[config.mk]
export PLATFORM = sky130hd
export DESIGN_NAME = iwak_ram
export DESIGN_NICKNAME = d
export VERILOG_FILES = /design/src/rtl/iwak_ram.sv
export SDC_FILE = /design/constraint.sdc
export NUM_CORES = 2
export LEC_CHECK = 0
export BUFFER_PORTS_ARGS = -buffer_cell sky130_fd_sc_hd__buf_2
export CORE_UTILIZATION = 46
export DETAILED_ROUTE_END_ITERATION = 8
export PLACE_DENSITY = 0.67
export SKIP_LAST_GASP = 1
export SLEW_MARGIN = 10
export SYNTH_ARGS = -nofsm -noshare
export SYNTH_HDL_FRONTEND = slang
export SYNTH_SLANG_ARGS = --single-unit
[constraint.sdc]
create_clock -name clk -period 3.97 [get_ports clk]
set_input_delay 0.1985 -clock clk [delete_from_list [all_inputs] [get_ports clk]]
set_output_delay 0.1985 -clock clk [all_outputs]
set_load 0.02 [all_outputs]
[src/rtl/iwak_ram.sv]
`default_nettype none
// ----------------------------------------------------------------------------
// iwak_ram
// generic single port ram with registered read
// ----------------------------------------------------------------------------
module iwak_ram #(
    parameter int WIDTH = 32,
    parameter int DEPTH = 64
) (
    input  wire                      clk,
    input  wire                      we,
    input  wire  [$clog2(DEPTH)-1:0] addr,
    input  wire  [WIDTH-1:0]         wdata,
    output logic [WIDTH-1:0]         rdata
);
    logic [WIDTH-1:0] mem [DEPTH];

    always_ff @(posedge clk)
    begin
        if (we)
        begin
            mem[addr] <= wdata;
        end
        rdata <= mem[addr];
    end
endmodule

`default_nettype wire

==> results.toml <==
[pwr]
comb_power_share = 0.053
power.density_nw_per_um2 = 500
switching_share = 0.216
intPower_w = 0.0353
peakVddDrop_v = 0.000500
power_leakage_nw = 29.1
p_total_w = 0.0451
p_seq_frac = 0.542
p_clk_frac = 0.405
switching_power_w = 0.00973

[logic_synthesis]
syn_inst = 4239
synth_edf_count = 2048
async_reset_ff_frac = 0
ys_ff_latch = 2080
synth_top_area_frac = 0.779
synth_nets = 4279
synth_seq_area_share = 0.787
synth.area.top_cells = "edfxtp_1, mux2i_1, mux4_2, mux2_2, a221oi_1"
yosys.area.top_type = "edfxtp_1"
synth_warnings = 0
synth_cell_types = 56
synth_top_flop_cell = "edfxtp_1"
synth.cell_area_um2 = 78900
synth_area_per_cell_um2 = 18.6

[layout]
final_cell_mix = "edfxtp_1, mux2i_1, buf_4"
fillers = 13100
layout.nets = 4513
layout_commonest_cell = "edfxtp_1"
drive_above_1_share = 0.201
syn_to_final_growth_pct = 14.2

[drt]
first_pass_iters = 6
dr_total_vias = 43400
remaining_drc_errors = 0
wirelength_um = 213000
wl_per_cell_um = 31.0
drt_iter0_markers = 5816
avgViaCountPerCell = 6.33
antenna_left = 0

[sta]
drv_slew = 0
finalCriticalPeriod_ns = 3.01
rsz0062_at_grt = "false"
finalSetupViolations = 0
skew_ns = 0.0296
tightest_slew_ns = 1.30
period_share = 0.758
hold_viol = 0
fin_tns_setup_ns = 0
fmax_mhz = 332
relSlewSlack = 0.135

[worst_setup_path]
ff2ff_setup_slack_ns = 1.20
crit_required_ns = 4.67
crit_path_start_kind = "input pin"
cp_max_fo = 14
r2r-start = "mem[23][29]$_DFFE_PP_"
rr_endpoint = "rdata[29]$_DFF_P_"
endpoint_kind = "register"
crit_type = "input pin to register"
rr_worst_depth = 5
arrival_ns = 3.70

[floorplanning]
row_count = 151
dieArea_um2 = 173000
coreArea_um2 = 170000
io_pins = 72
start_util = 0.465
fp.dieH_um = 416
die_w_um = 416

[worst_hold_path]
hold_path.class = "input pin to register"
whs_endpoint = "mem[33][17]$_DFFE_PP_"
hold_depth = 1
hold_start = "wdata[17]"

[clock_tree]
clockBufferDepth = 3
cts_resized = 0
clk_pin_slew_ns = 0.06
h-tree-depth = 4
cts_tree = "yes"
cts_made_buffers = 197
cts_sinks = 2080
cts_root_buffer = "clkbuf_16"
clock_latency_ns = 0.84

[run_status]
status = "complete, no violations"

[grt]
grt_usage = 0.242
grt_overflow_total = 0
antenna_found_initial = 19
grt_start_max_net_pins = 103
grt_pass1_vias = 42500
grt_pass1_wl_um = 304000

[placed_design]
place_hpwl_um = 123000
gp_congestion = 0.863
io_buffers = 71

[flow_run]
cap_violations = 0
state kept, by name, indices dropped and copies added, names as in the netlist:
| register | flops |
|---|---|
| mem | 2048 |
| rdata | 32 |
metrics by stage:
step / util / hold WS [ns] / worst slack (ns) / instances / cell area (µm²)
2_1_floorplan: - / 0.297 / 0.533 / 4239 / 78900
3_3_place_gp: 0.493 / 0.596 / 0.556 / 6481 / 83700
3_5_place_dp: 0.493 / 0.607 / 0.537 / 6481 / 83700
4_1_cts: 0.530 / 0.00608 / 1.10 / 6853 / 90100
5_1_grt: 0.530 / 0.0348 / 1.03 / 6859 / 90100
6_report: 0.531 / 0.0121 / 0.961 / 6862 / 90100
layout make-up:
| cell class | instances | area, µm² | share of cell area |
|---|---|---|---|
| flip-flops and latches | 2080 | 62100 | 0.690 |
| multi-input cells | 1859 | 16100 | 0.178 |
| well taps | 2218 | 2780 | 0.0308 |
| repair buffers | 333 | 2880 | 0.0320 |
| clock buffers | 269 | 5460 | 0.0606 |
| inverters | 2 | 15.0 | 0.000167 |
| diodes | 6 | 15.0 | 0.000167 |
| clock inverters | 95 | 774 | 0.00859 |
repair_timing:
action | CTS | global route
hold endpoints to repair | 120 | 65
setup buffers | 0 | 0
hold buffers | 8 | 2
logic make-up after synthesis:
kind of cell / count (synthesis) / share of synthesized area
compound gates: 933 / 0.0866
buf+inv: 300 / 0.0168
flops: 2080 / 0.787
mux: 502 / 0.0812
simple gates: 424 / 0.0281
Yosys cell counts, types with 54 or more instances:
cell and n:
edfxtp_1 2048, mux2i_1 259, a22oi_1 188, a221oi_1 175, clkbuf_1 168, mux2_2 147
nor2_1 145, a21oi_1 121, mux4_2 96, o22ai_1 93, and3_1 85, o21ai_0 84
buf_2 83, o22a_1 70, a22o_1 66, nand3_1 54
critical path: stages:
cell and delay, ns:
dlygate4sd3_1 0.64, buf_2 0.38, nand3b_1 0.75, buf_4 0.30, a211oi_1 0.12, a2111oi_1 1.00, buf_4 0.23, nand3_1 0.06
worst max-delay path by stage:
stage,start,end,slack (ns),cells past startpoint
finish,addr[4],rdata[16]$_DFF_P_,0.96,8
global route,addr[4],rdata[24]$_DFF_P_,1.03,9
CTS,addr[4],rdata[16]$_DFF_P_,1.10,8
detailed placement,addr[0],rdata[18]$_DFF_P_,0.54,9
global placement,addr[0],rdata[18]$_DFF_P_,0.56,9
floorplan,addr[2],mem[15][0]$_DFFE_PP_,0.53,8
metal layers:
metal,global-route usage,wire length [µm]
met3,0.0460,20100
met5,0,108
met4,0.0954,8300
met2,0.381,101000
met1,0.335,83400
power groups by stage:
stage	Sequential [W]	Clock [W]	Combinational [W]
final	0.0244	0.0182	0.00239
after global routing	0.0244	0.0192	0.00251
after CTS	0.0244	0.0184	0.00238
after detailed placement	0.0249	0	0.00237
after global placement	0.0249	0	0.00233
after floorplan	0.0249	0	0.00116
Note: power is estimated with default switching activity, not from simulation.
