**config.mk**
```make
export PLATFORM = sky130hd
export DESIGN_NAME = iwak_div
export DESIGN_NICKNAME = d
export VERILOG_FILES = /design/src/rtl/iwak_pkg.sv /design/src/rtl/iwak_div.sv
export SDC_FILE = /design/constraint.sdc
export NUM_CORES = 1
export LEC_CHECK = 0
export ABC_AREA = 1
export BUFFER_PORTS_ARGS = -buffer_cell sky130_fd_sc_hd__buf_2
export CELL_PAD_IN_SITES_DETAIL_PLACEMENT = 1
export CELL_PAD_IN_SITES_GLOBAL_PLACEMENT = 2
export CORE_UTILIZATION = 33
export DETAILED_ROUTE_END_ITERATION = 16
export PLACE_DENSITY_LB_ADDON = 0.1
export SYNTH_ARGS = -nofsm -noshare
export SYNTH_HDL_FRONTEND = slang
export SYNTH_SLANG_ARGS = --single-unit
```
**constraint.sdc**
```tcl
create_clock -name clk -period 3.55 [get_ports clk]
set_input_delay 0.71 -clock clk [delete_from_list [all_inputs] [get_ports clk]]
set_output_delay 0.71 -clock clk [all_outputs]
set_load 0.03 [all_outputs]
```
**src/rtl/iwak_pkg.sv**
```systemverilog
`default_nettype none
// ----------------------------------------------------------------------------
// iwak_pkg
// shared types and constants of the imu window average and kalman unit
// ----------------------------------------------------------------------------
package iwak_pkg;

    localparam int SAMPLE_W = 32;
    localparam int SUM_W    = 40;
    localparam int NOISE_W  = 16;
    localparam int NCHAN    = 6;
    localparam int NAXIS    = 3;

    localparam logic [0:0] REG_PROCESS_NOISE = 1'b0;
    localparam logic [0:0] REG_MEASURE_NOISE = 1'b1;

    localparam logic [NOISE_W-1:0] PROCESS_NOISE_RST = 16'd1180;
    localparam logic [NOISE_W-1:0] MEASURE_NOISE_RST = 16'd35521;

    typedef logic signed [SAMPLE_W-1:0] sample_t;

    typedef struct packed {
        sample_t accel_x;
        sample_t accel_y;
        sample_t accel_z;
        sample_t gyro_x;
        sample_t gyro_y;
        sample_t gyro_z;
    } imu_word_t;

    // divider control between sequencer and divider
    typedef struct packed {
        logic        start;
        logic [63:0] num;
        logic [33:0] den;
    } div_req_t;

    typedef struct packed {
        logic        done;
        logic [32:0] quo;
    } div_rsp_t;

endpackage

`default_nettype wire

```
**src/rtl/iwak_div.sv**
```systemverilog
`default_nettype none
// ----------------------------------------------------------------------------
// iwak_div
// restoring divider, one quotient bit per cycle, 33 bit quotient
// ----------------------------------------------------------------------------
module iwak_div
    import iwak_pkg::*;
(
    input  wire      clk,
    input  wire      rst_n,
    input  div_req_t req,
    output div_rsp_t rsp
);
    logic [63:0] num_reg;
    logic [33:0] den_reg;
    logic [34:0] rem_reg;
    logic [32:0] quo_reg;
    logic [5:0]  cnt_reg;
    logic        busy_reg;
    logic        done_reg;
    logic [34:0] trial;

    assign trial = {rem_reg[33:0], num_reg[32]} - {1'b0, den_reg};
    assign rsp.done = done_reg;
    assign rsp.quo  = quo_reg;

    always_ff @(posedge clk or negedge rst_n)
    begin
        if (!rst_n)
        begin
            busy_reg <= 1'b0;
            done_reg <= 1'b0;
            cnt_reg  <= '0;
        end
        else
        begin
            done_reg <= 1'b0;
            if (req.start)
            begin
                busy_reg <= 1'b1;
                cnt_reg  <= 6'd33;
            end
            else if (busy_reg)
            begin
                cnt_reg <= cnt_reg - 6'd1;
                if (cnt_reg == 6'd1)
                begin
                    busy_reg <= 1'b0;
                    done_reg <= 1'b1;
                end
            end
        end
    end

    // numerator below 2^63; upper 31 bits are preloaded as remainder,
    // the low 33 bits are shifted in from bit 32
    always_ff @(posedge clk)
    begin
        if (req.start)
        begin
            num_reg <= req.num;
            rem_reg <= {4'b0, req.num[63:33]};
            den_reg <= req.den;
            quo_reg <= '0;
        end
        else if (busy_reg)
        begin
            num_reg <= num_reg << 1;
            if (!trial[34])
            begin
                rem_reg <= trial;
                quo_reg <= {quo_reg[31:0], 1'b1};
            end
            else
            begin
                rem_reg <= {rem_reg[33:0], num_reg[32]};
                quo_reg <= {quo_reg[31:0], 1'b0};
            end
        end
    end
endmodule

`default_nettype wire

```
==> results.yml <==
clocking:
  cts_tree: "built"
  clk_latency_ns: 0.43
  cts_root_buf: "clkbuf_16"
  postCtsSetupBuffers: 0
  cts.sinks: 142
  cts_buffers: 17
  clk_pin_slew_ns: 0.08
  clock_path_buffers: 2
  htree_num_levels: 4
  cts.repair.resized: 0
  hold_buffers: 0
logic_synthesis:
  ys.flop_type: "edfxtp_1"
  seq_area_frac_synth: 0.449
  synth_warnings: 0
  ys_ff_latch: 142
  synth.avg_cell_area_um2: 7.59
  synth-edff-count: 98
  synthDistinctLibCells: 40
  async_flop_share: 0.0563
  synth_area_um2: 8600
  syn_nets: 1271
  syn_inst: 1133
drt:
  antenna_left: 0
  dr.first_iter.drc_count: 250
  num_vias: 7395
  dr.pass1.iters: 4
  drc_errors: 0
  routed_wl_um: 24800
  viasPerCell: 4.60
  wire_per_inst_um: 15.4
global_route:
  overflow: 0
  track_usage: 0.195
  grt_pass1_vias: 7776
  antenna_found_initial: 6
  grt_first_pass_wirelength_um: 40200
  grt_max_degree: 73
setup_path:
  critical_path.cell_chain: "ha_1 -> nand2_2 -> inv_1 -> nand2_1 -> nand2_1 -> a21oi_2 -> nor2_2 -> nor2_4 -> nand3_4 -> nand2_4 -> nand2_1 -> nand3_1 -> nand2_1"
  critical_path_class: "register to register"
  start_kind: "register"
  end_kind: "register"
  cp.required_ns: 3.74
  crit_top_cell: "nand2_1"
  cpMaxStageDelayCell: "edfxtp_1"
  cp_slowest_stage_delay_ns: 0.43
  path_delay_family: "simple AND/OR/NAND/NOR gates"
  cp_max_fo: 20
  critPathArrivalTime_ns: 2.97
  path_buf_inv: 1
power_and_ir_drop:
  p_leak_nw: 5.21
  p_per_area_nw_per_um2: 790
  total_power_mw: 8.05
  irDropWorstVdd_mv: 0.343
timing:
  hold_ws_ns: 0.115
  setup_violations: 0
  skew_ns: 0.0155
  setup_tns_ns: 0
  max-slew-margin-rel: 0.318
  period_needed_ns: 2.78
  report.final.slew_viol_count: 0
  layout_worst_path_cycle_share: 0.782
  max_freq_mhz: 360
  worstMarginPinSlew_ns: 1.02
  rsz0062_at_grt: "false"
  final_hold_viol_count: 0
placed_design:
  portBuffers: 134
  placed_cells: 1573
  gp_congestion: 0.845
  hpwl_um: 19000
final_layout:
  n_fill_cell: 3203
  most-common-layout-cells: "nand2_1, inv_1, buf_2, edfxtp_1, nand3_1"
  multi_input_area_um2: 3830
  final_nets: 1400
  syn2layout_area_growth_pct: 18.5
  final_common_cell: "nand2_1"
  regArea_um2: 3860
  layout-drive-gt1-share: 0.175
  fin_cells: 1607
worst_hold_path:
  min-delay-path-class: "input port to asynchronous set/reset pin"
outcome:
  status: "finished clean"
floorplan:
  die-area_um2: 26700
  io-pin-count: 135
  die_y_um: 163
  fp-row-count: 58
  core_area_um2: 25400
  die_width_um: 163
  initial_utilization: 0.338
flow_run:
  maxCapViolCount: 0
cells by family (layout without fill, tap and decap cells):
group                    count (synthesis)  count (layout)  share of synthesized area
flip-flops                             142             142                      0.449
AND/OR/NAND/NOR                        627             627                      0.318
adder cells (fa/ha/maj)                 37              37                     0.0547
AO/OA/AOI/OAI                           85              85                     0.0573
other                                    0               2                          0
buffers and inverters                  227             369                      0.106
XOR/XNOR                                15              15                     0.0153
report_power, final:
group / leakage [nW] / internal (mW) / switching (mW)
Clock: 0.298 / 1.03 / 0.852
Sequential: 1.42 / 2.15 / 0.170
Combinational: 3.49 / 1.29 / 2.57
cell type report:
| cell class | count | area share |
|---|---|---|
| antenna | 2 | 0.000491 |
| clock buffer | 20 | 0.0480 |
| clock inverter | 12 | 0.0111 |
| inverter | 198 | 0.0731 |
| multi-input combinational | 764 | 0.375 |
| sequential | 142 | 0.379 |
| tap | 330 | 0.0405 |
| timing repair buffer | 139 | 0.0722 |
cells in the mapped netlist (2+ instances only):
master	count	area (µm²)
nand3_4	2	35.0
nor2_1	61	229
nor2_4	3	33.8
clkbuf_1	14	52.6
nand2_4	6	67.6
buf_1	4	15.0
o22ai_1	32	200
nand3_1	94	470
xnor2_1	12	105
buf_2	4	20.0
xor2_1	3	26.3
nor2_2	4	25.0
edfxtp_1	98	2940
nand3_2	2	20.0
buf_4	4	30.0
dfrtp_1	8	200
ha_1	36	450
a21oi_2	3	26.3
o21bai_1	5	37.5
nor3_1	8	40.0
nand2_1	404	1520
nand3b_1	7	52.6
nand2_2	25	156
o21ai_0	14	70.1
inv_1	193	724
inv_2	4	15.0
dfxtp_1	36	721
o21ai_1	2	10.0
a21oi_1	27	135
nand4_1	8	50.1
final timing paths:
kind                             start     endpoint  slack [ns]  cells past startpoint
setup reg to reg           rem_reg[20]  rem_reg[30]        0.77                     13
min in group clk               req[32]  den_reg[32]        0.45                      1
hold reg to reg            quo_reg[32]  quo_reg[32]        0.47                      2
hold / removal                   rst_n     done_reg        0.11                      1
max in group asynchronous        rst_n   cnt_reg[4]        3.25                      1
setup / recovery           rem_reg[20]  rem_reg[30]        0.77                     13
per-layer routing:
| layer | GRT usage | up-vias | wire length, µm |
|---|---|---|---|
| li1 | - | 3843 | - |
| met1 | 0.247 | 3423 | 11700 |
| met2 | 0.334 | 103 | 11800 |
| met3 | 0.0444 | 20 | 992 |
| met4 | 0.0429 | 6 | 218 |
| met5 | 0 | - | 33 |
metrics by stage:
step                      setup WS [ns]  area, µm²  utilization
after CTS                         0.714      10200        0.401
after detailed placement          0.742       9580        0.377
after floorplan                  0.0215       8600            -
after global routing              0.495      10200        0.401
final                             0.774      10200        0.401
after global placement            0.820       9580        0.377
Note: power is estimated with default switching activity, not from simulation.
